`config.mk`:
```
export PLATFORM = sky130hd
export DESIGN_NAME = resp_ip_port_extractor_core
export DESIGN_NICKNAME = d
export VERILOG_FILES = /design/src/rpe_pkg.sv /design/src/rpe_parser_step.sv /design/src/resp_ip_port_extractor_core.sv
export SDC_FILE = /design/constraint.sdc
export NUM_CORES = 1
export LEC_CHECK = 0
export ABC_AREA = 0
export BUFFER_PORTS_ARGS = -buffer_cell sky130_fd_sc_hd__buf_2
export CAP_MARGIN = 20
export CORE_MARGIN = 4
export CORE_UTILIZATION = 54
export CTS_CLUSTER_SIZE = 8
export DETAILED_ROUTE_END_ITERATION = 8
export MAX_ROUTING_LAYER = met4
export PLACE_DENSITY = 0.69
export RECOVER_POWER = 25
export SYNTH_ARGS = -nofsm -noshare
export SYNTH_HDL_FRONTEND = slang
export SYNTH_SLANG_ARGS = --single-unit
```
`constraint.sdc`:
```
create_clock -name i_clk -period 3.08 [get_ports i_clk]
set_input_delay 0.154 -clock i_clk [delete_from_list [all_inputs] [get_ports i_clk]]
set_output_delay 0.154 -clock i_clk [all_outputs]
set_load 0.05 [all_outputs]
```
`src/rpe_pkg.sv`:
```
// ----------------------------------------------------------------------------
// rpe_pkg
// types and constants of the resp ip/port extractor
// ----------------------------------------------------------------------------
package rpe_pkg;

    localparam int MAX_ADDR_LEN = 64;
    localparam int ADDR_FILL_W  = $clog2(MAX_ADDR_LEN + 1);

    localparam logic [7:0] CH_STAR  = 8'h2A;
    localparam logic [7:0] CH_DOLLAR = 8'h24;
    localparam logic [7:0] CH_CR    = 8'h0D;
    localparam logic [7:0] CH_LF    = 8'h0A;
    localparam logic [7:0] CH_COLON = 8'h3A;
    localparam logic [7:0] CH_ZERO  = 8'h30;
    localparam logic [7:0] CH_NINE  = 8'h39;

    localparam logic [31:0] KEY_IP   = 32'h0000_7069;
    localparam logic [31:0] KEY_PORT = 32'h7472_6F70;

    localparam logic [1:0] END_NONE  = 2'd0;
    localparam logic [1:0] END_DONE  = 2'd1;
    localparam logic [1:0] END_ERROR = 2'd2;

    typedef enum logic [3:0] {
        PH_IDLE,
        PH_COUNT,
        PH_COUNT_LF,
        PH_ARG,
        PH_ARG_LEN,
        PH_ARG_LEN_LF,
        PH_SUB_ARRAY,
        PH_BODY,
        PH_BODY_LF,
        PH_INVALID,
        PH_FINISHED
    } t_phase;

    typedef struct packed {
        logic [7:0] data_byte;
        logic       end_of_reply;
    } t_in_item;

    typedef struct packed {
        logic       addr_valid;
        logic [7:0] addr_char;
        logic       addr_complete;
        logic [1:0] end_status;
    } t_out_item;

    typedef struct packed {
        t_phase                 parse_phase;
        logic                   count_nonzero;
        logic [2:0]             field_length;
        logic                   in_ip_value;
        logic                   in_port_value;
        logic [31:0]            key_chars;
        logic [2:0]             key_fill;
        logic [ADDR_FILL_W-1:0] addr_fill;
    } t_state;

    localparam t_state STATE_RESET = '{
        parse_phase:   PH_IDLE,
        count_nonzero: 1'b0,
        field_length:  3'd0,
        in_ip_value:   1'b0,
        in_port_value: 1'b0,
        key_chars:     32'd0,
        key_fill:      3'd0,
        addr_fill:     '0
    };

endpackage

```
`src/rpe_parser_step.sv`:
```
// ----------------------------------------------------------------------------
// rpe_parser_step
// next-state and result logic for one byte of the reply stream
// ----------------------------------------------------------------------------
module rpe_parser_step (
    input  rpe_pkg::t_state    i_state,
    input  rpe_pkg::t_in_item  i_item,
    output rpe_pkg::t_state    o_state,
    output rpe_pkg::t_out_item o_result
);
    import rpe_pkg::*;

    logic [7:0]             c;
    logic                   is_digit;
    logic [3:0]             digit;
    logic [2:0]             len_next;
    logic                   can_emit;
    logic [ADDR_FILL_W-1:0] fill_inc;
    logic                   key_is_ip;
    logic                   key_is_port;
    t_state                 s;
    t_out_item              r;

    assign c           = i_item.data_byte;
    assign is_digit    = (c >= CH_ZERO) && (c <= CH_NINE);
    assign digit       = c[3:0];
    assign len_next    = (i_state.field_length != 3'd0) ? 3'd7 :
                         ((digit > 4'd7) ? 3'd7 : digit[2:0]);
    assign can_emit    = i_state.addr_fill < ADDR_FILL_W'(MAX_ADDR_LEN);
    assign fill_inc    = i_state.addr_fill + ADDR_FILL_W'(1);
    assign key_is_ip   = (i_state.field_length == 3'd2) && (i_state.key_fill == 3'd2)
                         && (i_state.key_chars == KEY_IP);
    assign key_is_port = (i_state.field_length == 3'd4) && (i_state.key_fill == 3'd4)
                         && (i_state.key_chars == KEY_PORT);

    always_comb begin
        s = i_state;
        r = '{addr_valid: 1'b0, addr_char: 8'd0, addr_complete: 1'b0,
              end_status: END_NONE};
        case (i_state.parse_phase)
            PH_IDLE: begin
                s.parse_phase = (c == CH_STAR) ? PH_COUNT : PH_INVALID;
            end
            PH_COUNT: begin
                if (is_digit) begin
                    if (c != CH_ZERO) begin
                        s.count_nonzero = 1'b1;
                    end
                end else if (c == CH_CR) begin
                    s.parse_phase = i_state.count_nonzero ? PH_COUNT_LF : PH_FINISHED;
                end else begin
                    s.parse_phase = PH_INVALID;
                end
            end
            PH_COUNT_LF: begin
                s.parse_phase = (c == CH_LF) ? PH_ARG : PH_INVALID;
            end
            PH_ARG: begin
                if (c == CH_DOLLAR) begin
                    s.parse_phase  = PH_ARG_LEN;
                    s.field_length = 3'd0;
                end else if (c == CH_STAR) begin
                    s.parse_phase = PH_SUB_ARRAY;
                end else begin
                    s.parse_phase = PH_INVALID;
                end
            end
            PH_ARG_LEN: begin
                if (is_digit) begin
                    s.field_length = len_next;
                end else if (c == CH_CR) begin
                    s.parse_phase = PH_ARG_LEN_LF;
                end else begin
                    s.parse_phase = PH_INVALID;
                end
            end
            PH_ARG_LEN_LF: begin
                s.parse_phase = (c == CH_LF) ? PH_BODY : PH_INVALID;
            end
            PH_SUB_ARRAY: begin
                if (c == CH_LF) begin
                    s.parse_phase = PH_ARG;
                end
            end
            PH_BODY: begin
                if (c == CH_CR) begin
                    s.parse_phase = PH_BODY_LF;
                    if (i_state.in_port_value) begin
                        s.in_port_value = 1'b0;
                        r.addr_complete = 1'b1;
                        s.addr_fill     = '0;
                    end else if (i_state.in_ip_value) begin
                        s.in_ip_value = 1'b0;
                        if (can_emit) begin
                            r.addr_valid = 1'b1;
                            r.addr_char  = CH_COLON;
                            s.addr_fill  = fill_inc;
                        end
                    end else if (key_is_ip) begin
                        s.in_ip_value = 1'b1;
                    end else if (key_is_port) begin
                        s.in_port_value = 1'b1;
                    end
                end else if (i_state.in_ip_value || i_state.in_port_value) begin
                    if (can_emit) begin
                        r.addr_valid = 1'b1;
                        r.addr_char  = c;
                        s.addr_fill  = fill_inc;
                    end
                end else if ((i_state.field_length == 3'd2)
                             || (i_state.field_length == 3'd4)) begin
                    if (i_state.key_fill < 3'd4) begin
                        case (i_state.key_fill[1:0])
                            2'd0:    s.key_chars[7:0]   = c;
                            2'd1:    s.key_chars[15:8]  = c;
                            2'd2:    s.key_chars[23:16] = c;
                            default: s.key_chars[31:24] = c;
                        endcase
                        s.key_fill = i_state.key_fill + 3'd1;
                    end
                end
            end
            PH_BODY_LF: begin
                s.key_chars   = 32'd0;
                s.key_fill    = 3'd0;
                s.parse_phase = (c == CH_LF) ? PH_ARG : PH_INVALID;
            end
            default: begin
            end
        endcase
        if (i_item.end_of_reply) begin
            r.end_status = (s.parse_phase == PH_INVALID) ? END_ERROR : END_DONE;
            s = STATE_RESET;
        end
    end

    assign o_state  = s;
    assign o_result = r;

endmodule

```
`src/resp_ip_port_extractor_core.sv`:
```
// the result of an accepted byte is registered in the output register
// throughput: one byte per cycle while i_stall is low, limited only by the single output register
// o_stall rises only while a result is held and i_stall is high
// reset: synchronous active-low i_rst_n returns the parser to idle and empties the output
// ----------------------------------------------------------------------------
// resp_ip_port_extractor_core
// streaming resp array parser that extracts an ip:port address
// ----------------------------------------------------------------------------
module resp_ip_port_extractor_core (
    input  logic               i_clk,
    input  logic               i_rst_n,
    input  logic               i_valid,
    output logic               o_stall,
    input  rpe_pkg::t_in_item  i_data,
    output logic               o_valid,
    input  logic               i_stall,
    output rpe_pkg::t_out_item o_data
);
    import rpe_pkg::*;

    t_state    r_state;
    t_state    n_state;
    t_out_item r_out;
    t_out_item n_out;
    logic      r_out_valid;
    logic      accept;

    rpe_parser_step u_step (
        .i_state  (r_state),
        .i_item   (i_data),
        .o_state  (n_state),
        .o_result (n_out)
    );

    assign o_stall = r_out_valid && i_stall;
    assign accept  = i_valid && !o_stall;

    always_ff @(posedge i_clk) begin
        if (!i_rst_n) begin
            r_state     <= STATE_RESET;
            r_out_valid <= 1'b0;
        end else begin
            if (accept) begin
                r_state     <= n_state;
                r_out_valid <= 1'b1;
            end else if (!i_stall) begin
                r_out_valid <= 1'b0;
            end
        end
    end

    always_ff @(posedge i_clk) begin
        if (accept) begin
            r_out <= n_out;
        end
    end

    assign o_valid = r_out_valid;
    assign o_data  = r_out;

endmodule

```
======== After elaboration in Yosys (flattened, before gate mapping) ========
Cells that the tools add are included.
Widths: inputs -> output; s select.
operators by class
  add/sub/neg operators ................... 2
  multipliers ............................. 0
  div/mod/pow operators ................... 0
  magnitude comparators ................... 5
  equal/unequal tests ..................... 35
  shift-type cells ........................ 0
  mux-type cells .......................... 56
  bitwise operators ....................... 0
  reduce and logical (&&, ||, !) cells .... 34
operator list
  kind                  count
  $mux 35               4
  $pmux 35 s2           1
  $mux 9                6
  $mux 52               1
  $mux 4                12
  $mux 7                6
  $eq 32x15->1 const B  1
  $eq 32x31->1 const B  1
  $mux 8                4
  $pmux 4 s8            1
  $reduce_and 7->1      4
  $ne 3x3->1 const B    6
  $eq 4x3->1 const B    4
  $eq 8x4->1 const B    2
  $eq 8x6->1 const B    2
  $reduce_and 4->1      4
  $mux 1                13
  $mux 3                4
  $ne 3x2->1 const B    4
  $reduce_bool 3->1     4
  $reduce_bool 2->1     5
  $eq 4x2->1 const B    2
  $eq 4x4->1 const B    2
  $ge 8x6->1 const B    1
  27 further kinds      38
storage, ports and cells
  bits in registers ....................... 65
  latch bits .............................. 0
  memory bits (writable) .................. 0
  bits in read-only memories .............. 0
  input port bits ......................... 13
  output and inout port bits .............. 14
  word-level logic and storage cells ...... 148
  memories ................................ 0

======== Longest topological paths before layout ========
Gate-level depths: netlist of run 1.
  word-level depth ........................ 10
  gate-level depth with buffers ........... 8
  depth with buffers taken out ............ 7

======== Cells and area by module ========
From an unflattened synthesis of run 1, not the netlist that was laid out.
unflattened totals
  cells, all modules ...................... 516
  area, all modules ....................... 4287.9 sq um
modules (own cells, without submodules)
  module                       times used  cells each  area an instance (sq um)  sequential area each (sq um)
  resp_ip_port_extractor_core  1           242         2583.7                    1421.4
  rpe_parser_step              1           274         1704.1                    0.0

======== Worst setup path after synthesis of run 1 ========
OpenSTA, ideal clock, no wires.
  path kind ............................... register to register
  start ................................... reg r_out_valid, in the netlist o_valid
  end ..................................... reg r_state[10] in the netlist's numbering
  library setup time ...................... 0.072 ns
  arrival ................................. 2.031 ns
  data required time ...................... 3.008 ns
  path slack .............................. 0.977 ns
  stages on the path, launching flop included .. 9
  buffers on the path ..................... 1
  clock period less this slack ............ 2.103 ns
  path through ............................ dfxtp_1 > nand2_1 > nand2_1 > inv_1 > nand4_1 > nor2_2 > a21o_1 > buf_2 > mux2i_1
on the way
  word-level cells in the longest chain between the ends .. 4
ends and longest elaborated chain
  what                               line                               source
  from (decl)                        resp_ip_port_extractor_core.sv:25  logic r_out_valid;
  from (signal assigned)             resp_ip_port_extractor_core.sv:41  r_out_valid <= 1'b0;
  from (signal assigned)             resp_ip_port_extractor_core.sv:45  r_out_valid <= 1'b1;
  from (signal assigned)             resp_ip_port_extractor_core.sv:47  r_out_valid <= 1'b0;
  $logic_and 1x1->1                  resp_ip_port_extractor_core.sv:35  assign o_stall = r_out_valid && i_stall;
  $logic_not 1->1                    resp_ip_port_extractor_core.sv:36  assign accept = i_valid && !o_stall;
  $logic_and 1x1->1                  resp_ip_port_extractor_core.sv:36
  via accept                         resp_ip_port_extractor_core.sv:26  logic accept;
  $reduce_and 7->1 (no source line)  -
  to (signal assigned)               resp_ip_port_extractor_core.sv:44  r_state <= n_state;
  to (decl)                          resp_ip_port_extractor_core.sv:21  t_state r_state;
The timed path passes the listed nets, and every way through them passes these cells.
A chain may end at the register's enable or synchronous reset.

======== Worst setup path in the final report of run 1 ========
  start ................................... reg r_state[48] in the netlist's numbering
  end ..................................... reg r_out, in the netlist o_data[0], data pin
on the way
  word-level cells in the longest chain between the ends .. 5
  elaborated cells on any way between the ends .. 17
  classes of those cells .................. 9 x eq/ne; 6 x mux; 2 x reduce/logical
ends and longest elaborated chain
  what                                             line                               source
  $eq 4x2->1 / $eq 4x4->1 (equally long branches)  rpe_parser_step.sv:40              case (i_state.parse_phase)
  $reduce_or 2->1 (no source line)                 -
  $pmux 4 s8 *                                     rpe_parser_step.sv:40
  $eq 4x4->1 *                                     rpe_parser_step.sv:132             r.end_status = (s.parse_phase == PH_INVALID) ? END_ERROR : END_DONE;
  $mux 2 *                                         rpe_parser_step.sv:132
  to (signal assigned)                             resp_ip_port_extractor_core.sv:54  r_out <= n_out;
  to (decl)                                        resp_ip_port_extractor_core.sv:23  t_out_item r_out;
Mark *: on every way between the ends. The rest lies on a longest branch, timed or not.

==> results of run 1 <==
[path summary, 6_finish.rpt]
kind          startpoint           to  slack (ns)  cells past startpoint
max          r_state[48]    o_data[0]        0.64                      6
min              i_valid      o_valid        0.03                      2
max reg2reg  r_state[48]    o_data[0]        0.64                      6
min reg2reg  r_state[23]  r_state[23]        0.46                      2
[registers in the layout, summed over array words and instances, names as in the netlist]
signal	flops
r_state	52
o_valid	1
o_data	12
[cells in the final DEF, fill, tap and decap left out, types with 8 or more instances in the layout]
master and n:
clkbuf_8 9, mux2i_1 38, nand2_1 52, o21ai_0 10, a21oi_1 8, nor2_1 28
o21a_1 9, edfxtp_1 12, clkbuf_1 16, buf_2 12, inv_1 10, nor4_1 10
dfxtp_1 53
[logic make-up after synthesis]
group,count (synthesis),synth area share (%)
mux,38,11.5
fa+ha+maj,5,1.89
flops,65,43.0
xor+xnor,8,2.12
simple gates,156,25.5
compound gates,57,12.1
buf+inv,31,3.90
[cell type report]
class / count / area share (%)
sequential: 65 / 38.5
tap: 75 / 2.54
timing repair buffer: 31 / 3.96
multi-input combinational: 264 / 47.6
clock buffer: 11 / 4.13
clock inverter: 5 / 2.30
inverter: 10 / 1.02
[layer usage]
layer	wire length (um)	part of all wire (%)
met5	0	0
met4	191	2.3
met3	562	6.8
met2	3770	46
met1	3700	45
[power by group through the flow]
stage | Sequential [mW] | Clock [mW] | Combinational, mW
final | 0.913 | 0.857 | 0.206
after global routing | 0.916 | 0.906 | 0.221
after CTS | 0.912 | 0.866 | 0.208
after detailed placement | 0.931 | 0 | 0.208
after global placement | 0.931 | 0 | 0.206
after floorplan | 0.959 | 0 | 0.123
==> flow_metrics.tcl, run 1 <==
set metrics [dict create \
    cp.arrival_ns 2.53 \
    postCtsHoldBufs 0 \
    synth-edff-count 12 \
    numCtsBuffers 9 \
    status "complete, no violations" \
    io_pins 27 \
    synth_top_area_share_pct 32.1 \
    tritoncts "built" \
    register_area_sq_mm 0.00142 \
    crit_type "reg -> reg" \
    n_fill_cell 505 \
    finalPower_mw 1.98 \
    dp_cells 445 \
    synth_top_cell_by_area "dfxtp_1" \
    final.setup.worst_slack_ns 0.639 \
    placed_cell_area_sq_mm 0.00348 \
    track_usage_pct 24.2 \
    gp_congestion 1.00 \
    synth_area_sq_mm 0.00331 \
    top_usage_layer "met2" \
    rsz0062_at_grt "false" \
    cts_root_buf "clkbuf_8" \
    switching_share_pct 25.9 \
    dieWidth_um 86.3 \
    wl_per_cell_um 17.8 \
    yosysWarningCount 0 \
    initial_core_util_pct 55.9 \
    tns_ns 0 \
    critPathCaptureType "flop" \
    port_buffers 26 \
    cts_max_level 3 \
    p_comb_share_pct 10.4 \
    p_leak_nw 1.34 \
    p_int_mw 1.46 \
    slew-limit-headroom_pct 44.2 \
    grt_pass1_wl_um 13600 \
    cts_max_path_buffers 2 \
    place_hpwl_um 5670 \
    route.antenna.remaining_nets 0 \
    antenna_cells 0 \
    cp_slowest_cell "or4b_2" \
    first_global_vias 2659 \
    tightest_slew_ns 0.832 \
    layoutNonFillerInstCount 461 \
    first_iter_violations 228 \
    pre_cts_slack_ns 0.697 \
    synth_cell_types 55 \
    finish.utilization_pct 62.4 \
    use_met1_pct 32.3 \
    clkPwrFrac_pct 43.4 \
    vias 2836 \
    p_seq_share_pct 46.2 \
    fp.dieH_um 86.3 \
    max-vdd-ir-drop_mv 0.402 \
    cp-start-kind "flop" \
    required_ns 3.17 \
    layout-area-overhead-vs-synth_pct 11.7 \
    path_common_cell "nor2_1" \
    clk_latency_ns 0.35 \
    cp_top_family "simple AND/OR/NAND/NOR gates" \
    critical_path_peak_fanout 15 \
    fin_area_sq_mm 0.00369 \
    floorplan.die_area_sq_mm 0.00744 \
    routed_via_density 6.15 \
    seq_area_frac_synth_pct 43.0 \
    clkTransAtPathRegs_ns 0.07 \
    fin_skew_ns 0.0110 \
    synth_area_leaders "dfxtp_1, mux2i_1, edfxtp_1" \
    finalCriticalPeriod_ns 2.44 \
    syn-num-nets 378 \
    drc 0 \
    design.core.area_sq_mm 0.00592 \
    ys_ff_latch 65 \
    grtUsageMet3_pct 4.75 \
    critPathBufInv 0 \
    syn_area_per_cell_sq_um 9.19 \
    hold_viol 0 \
    drv_slew 0 \
    met2_usage_pct 35.9 \
    fin_crit_sh_pct 79.3 \
    drt_wl_total_um 8220 \
    drtPass1Iterations 4 \
    worstHoldPathType "in -> reg" \
    drive_gt1_share_pct 10.6 \
    syn_inst 360 \
    synth_top_flop_cell "dfxtp_1" \
    hold_slack_ns 0.0275 \
    synth_most_common_cell "dfxtp_1" \
    fmax_mhz 410 \
    clock_sinks 65 \
    antenna_found_initial 0 \
    rows 28 \
    grt_max_degree 46 \
    postCtsSetupRepairBufs 0 \
    post_cts_resized 0 \
    yosys-top-cells-count "dfxtp_1, nand2_1, mux2i_1, nor2_1, edfxtp_1" \
    multi_input_area_sq_mm 0.00176 \
    p_per_area_mw_per_mm2 535 \
    critPathMaxStageDelay_ns 0.69 \
    gr-total-overflow 0 \
    netSwitchingPower_mw 0.512 \
    cp_cell_sequence "or4b_2 > nor2_1 > a2bb2oi_1 > o41ai_1 > nor4_1 > nor2_1" \
    setup_viol 0 \
    async_flop_share_pct 0 \
    layout.nets 399 \
    max_cap_violations 0 \
]
No activity file was read; power rests on OpenSTA's default activity.
==> inputs of run 2 (changes only) <==
clock period = 2.35 ns   (was 3.08 ns; I/O delays follow)
==> run 2 against run 1 <==
Net effect: register-to-register slack worse by 0.53 ns; count of clock-buffer cells in the layout stayed put; critical endpoint unchanged; first-iteration DRC count is 35% higher; wire length is 1.3% higher.
==> flow_metrics.tcl, run 2 (same netlist as run 1, synthesis figures left out) <==
set metrics [dict create \
    status "complete, no violations" \
    initial_core_util_pct 55.9 \
    final_common_cell "nand2_1" \
    drive_gt1_share_pct 14.5 \
    first_global_vias 2690 \
    place_hpwl_um 5890 \
    clk_latency_ns 0.35 \
    critPathMaxStageDelay_ns 0.72 \
    io_pins 27 \
    drtPass1Iterations 5 \
    clkTransAtPathRegs_ns 0.08 \
    slew-limit-headroom_pct 60.2 \
    dieWidth_um 86.3 \
    max-vdd-ir-drop_mv 0.471 \
    layout-area-overhead-vs-synth_pct 14.4 \
    cp_cell_sequence "or4b_2 > nor2_1 > a2bb2oi_1 > o41ai_1 > nor4_2 > nor2_1" \
    cp.arrival_ns 2.34 \
    grt_pass1_wl_um 13400 \
    floorplan.die_area_sq_mm 0.00744 \
    layout.nets 412 \
    tns_ns 0 \
    drc 0 \
    cp_top_family "simple AND/OR/NAND/NOR gates" \
    path_common_cell "nor2_1" \
    fin_skew_ns 0.00924 \
    grt_max_degree 46 \
    max_cap_violations 0 \
    hold_viol 0 \
    critPathBufInv 0 \
    rows 28 \
    drv_slew 0 \
    gp_congestion 0.962 \
    largest_register_ffs 52 \
    tightest_slew_ns 0.589 \
    routed_via_density 6.02 \
    cts_max_level 3 \
    cts_max_path_buffers 2 \
    wl_per_cell_um 17.6 \
    design.core.area_sq_mm 0.00592 \
    fin_crit_sh_pct 95.3 \
    cp-start-kind "flop" \
    fp.dieH_um 86.3 \
    track_usage_pct 24.3 \
    route.antenna.remaining_nets 0 \
    port_buffers 26 \
    gr-total-overflow 0 \
    antenna_found_initial 0 \
    p_per_area_mw_per_mm2 665 \
    critPathCaptureType "flop" \
    worstHoldPathType "in -> reg" \
    numCtsBuffers 9 \
    fmax_mhz 447 \
    crit_type "reg -> reg" \
    finalCriticalPeriod_ns 2.24 \
    postCtsSetupRepairBufs 0 \
    cts_root_buf "clkbuf_8" \
    critical_path_peak_fanout 11 \
    tritoncts "built" \
    largest-register "r_state" \
    antenna_cells 0 \
    rsz0062_at_grt "false" \
    setup_viol 0 \
    drt_wl_total_um 8330 \
    layout_common_cells "nand2_1, dfxtp_1, mux2i_1" \
    required_ns 2.45 \
    clock_sinks 65 \
    first_iter_violations 308 \
    p_leak_nw 1.41 \
    cp_slowest_cell "or4b_2" \
    finalPower_mw 2.52 \
    vias 2854 \
]
==> run 2: changes by cell type in the layout (fill, tap and decap cells not counted), moves of 2 or more <==
cell,before,now
buf_4,4,17
dfxtp_1,53,51
dfxtp_2,0,2
clkbuf_1,16,14
==> run 2: what timing repair did <==
action                                 CTS  global route
gates resized for setup                  0             3
hold buffers                             1             0
endpoints found under the hold margin    1             0
setup endpoints to repair                0             2
==> run 2: cell type report <==
type                    count  area [sq um]
well taps                  75          93.8
fillers                   554          2140
clock inverters             5          61.3
multi-input cells         264          1760
flip-flops and latches     65          1420
repair buffers             44           251
inverters                  10          37.5
clock buffers              11           153
==> run 2: power breakdown <==
part / internal (mW) / total, mW / switching (mW)
Clock: 0.560 / 1.03 / 0.470
Sequential: 1.17 / 1.19 / 0.0214
Combinational: 0.0976 / 0.295 / 0.197
Total: 1.83 / 2.52 / 0.689
==> run 2: layer usage <==
metal / vias to the layer above / track usage (%) / routed length (um)
li1: 1373 / - / -
met3: 20 / 6.84 / 532
met1: 1368 / 30.0 / 3700
met5: - / - / 0
met2: 93 / 38.5 / 3890
met4: 0 / 8.07 / 203
==> run 2: worst reg2reg max path, stage by stage, from the launching register on <==
cell and delay, ns:
dfxtp_1 0.42, or4b_2 0.72, nor2_1 0.14, a2bb2oi_1 0.23, o41ai_1 0.12, nor4_2 0.30, nor2_1 0.07
==> run 2: final timing paths <==
| kind | to | slack, ns | startpoint | depth (start not counted) |
|---|---|---|---|---|
| worst max register to register | o_data[0] | 0.11 | r_state[49] | 6 |
| worst max-delay path | o_data[0] | 0.11 | r_state[49] | 6 |
| worst min register to register | r_state[12] | 0.46 | r_state[12] | 2 |
| worst min-delay path | o_valid | 0.09 | i_stall | 4 |
==> run 2: stage by stage <==
stage | setup slack, ns | hold WS (ns) | instances | util, % | area (sq um)
floorplan | 0.247 | 0.242 | 360 | - | 3310
global placement | 0.177 | 0.339 | 457 | 60.2 | 3570
detailed placement | 0.131 | 0.351 | 457 | 60.2 | 3570
CTS | 0.119 | 0.0888 | 474 | 64.0 | 3790
global route | 0.0170 | 0.109 | 474 | 63.9 | 3780
finish | 0.110 | 0.0880 | 474 | 63.9 | 3780
==> inputs of run 3 (changes only) <==
clock period = 2.19 ns   (was 2.35 ns; I/O delays follow)
==> run 3 against run 2 <==
Net effect: die area stayed put; count of clock-buffer cells in the layout unchanged; fmax rose by 5.8%; sequential power rose by 8%; power grew 5.0%; combinational power up 18%; final area up 3.7%; wire length increased by 1.0%; hold slack improved by 0.014 ns; clock power barely moved; flip-flop and latch count unchanged; first-iteration DRC count shrank 0.65%; largest power group unchanged.
==> flow_metrics.tcl, run 3 (same netlist as run 1, synthesis figures left out) <==
set metrics [dict create \
    cp_cell_sequence "buf_4 > buf_4 > inv_1 > nor2_1 > o21a_1 > o41ai_1 > nor4_2 > and2_1" \
    drtPass1Iterations 5 \
    drc 0 \
    placed_cell_area_sq_mm 0.00370 \
    layout_common_cells "nand2_1, dfxtp_1, mux2i_1" \
    cp.arrival_ns 2.21 \
    clkTransAtPathRegs_ns 0.08 \
    crit_type "reg -> reg" \
    critPathBufInv 3 \
    grt_pass1_wl_um 13900 \
    largest_register_ffs 52 \
    grt_max_degree 37 \
    postCtsSetupRepairBufs 0 \
    setup_viol 0 \
    gp_congestion 1.03 \
    drt_wl_total_um 8410 \
    track_usage_pct 24.7 \
    tightest_slew_ns 0.796 \
    fin_area_sq_mm 0.00393 \
    final_common_cell "nand2_1" \
    cts_max_level 3 \
    hold_viol 0 \
    dieWidth_um 86.3 \
    tritoncts "built" \
    multi_input_area_sq_mm 0.00179 \
    slew-limit-headroom_pct 46.9 \
    largest-register "r_state" \
    route.antenna.remaining_nets 0 \
    gr-total-overflow 0 \
    fin_crit_sh_pct 96.7 \
    layout-area-overhead-vs-synth_pct 18.7 \
    first_global_vias 2898 \
    port_buffers 26 \
    finalCriticalPeriod_ns 2.12 \
    place_hpwl_um 6170 \
    cts_max_path_buffers 2 \
    floorplan.die_area_sq_mm 0.00744 \
    pre_cts_slack_ns 0.0542 \
    clk_latency_ns 0.35 \
    drv_slew 0 \
    max_cap_violations 0 \
    layout.nets 423 \
    antenna_found_initial 0 \
    wl_per_cell_um 17.3 \
    p_leak_nw 1.48 \
    antenna_cells 0 \
    critical_path_peak_fanout 10 \
    final.setup.worst_slack_ns 0.0722 \
    required_ns 2.29 \
    fmax_mhz 472 \
    max-vdd-ir-drop_mv 0.560 \
    initial_core_util_pct 55.9 \
    numCtsBuffers 9 \
    clock_sinks 65 \
    drive_gt1_share_pct 17.6 \
    cts_root_buf "clkbuf_8" \
    cp-start-kind "flop" \
    cp_slowest_cell "o41ai_1" \
    routed_via_density 5.99 \
    rows 28 \
    p_per_area_mw_per_mm2 673 \
    critPathMaxStageDelay_ns 0.47 \
    cp_top_family "compound AO/OA/AOI/OAI gates" \
    n_fill_cell 516 \
    first_iter_violations 306 \
    io_pins 27 \
    fin_skew_ns 0.0108 \
    design.core.area_sq_mm 0.00592 \
    critPathCaptureType "flop" \
    worstHoldPathType "in -> reg" \
    path_common_cell "buf_4" \
    status "complete, no violations" \
    fp.dieH_um 86.3 \
    register_area_sq_mm 0.00143 \
    vias 2906 \
]
-- run 3: per-stage QoR --
step | instances | setup TNS (ns) | util [%] | power (mW) | hold slack, ns
3_3_place_gp | 468 | 0 | 62.5 | 1.64 | 0.331
3_5_place_dp | 468 | 0 | 62.5 | 1.64 | 0.344
5_1_grt | 485 | -0.0143 | 66.3 | 2.74 | 0.107
2_1_floorplan | 360 | 0 | - | 1.52 | 0.234
6_report | 485 | 0 | 66.3 | 2.64 | 0.102
4_1_cts | 485 | 0 | 66.0 | 2.65 | 0.0914
-- run 3: report_power, final --
| group | internal (mW) | switching, mW |
|---|---|---|
| Sequential | 1.26 | 0.0203 |
| Combinational | 0.126 | 0.221 |
| Clock | 0.556 | 0.463 |
-- run 3: what timing repair did --
action,in CTS,in global routing
endpoints found under the hold margin,1,0
endpoints found under the setup margin,0,8
gates resized for setup,0,11
hold buffers,1,0
-- run 3: metal layers --
layer / global-route usage, % / wire (um)
met5: - / 0
met4: 13.2 / 250
met3: 3.99 / 454
met2: 38.9 / 3990
met1: 30.4 / 3710
-- run 3: final cells by class --
| cell class | instances | area share, % |
|---|---|---|
| clock buffer | 11 | 3.60 |
| timing repair buffer | 55 | 9.69 |
| tap | 75 | 2.39 |
| clock inverter | 5 | 1.40 |
| multi-input combinational | 264 | 45.6 |
| sequential | 65 | 36.3 |
| inverter | 10 | 0.956 |
-- run 3: final timing paths --
path	startpoint	end	slack, ns	depth (start not counted)
max	r_state[51]	o_data[1]	0.07	8
max reg2reg	r_state[51]	o_data[1]	0.07	8
min	i_stall	o_valid	0.10	4
min reg2reg	r_state[17]	r_state[17]	0.46	2
-- run 3: worst min-delay path: stages --
cell and delay [ns]:
buf_2 0.08, nand2_1 0.06, inv_1 0.07, o21a_1 0.10
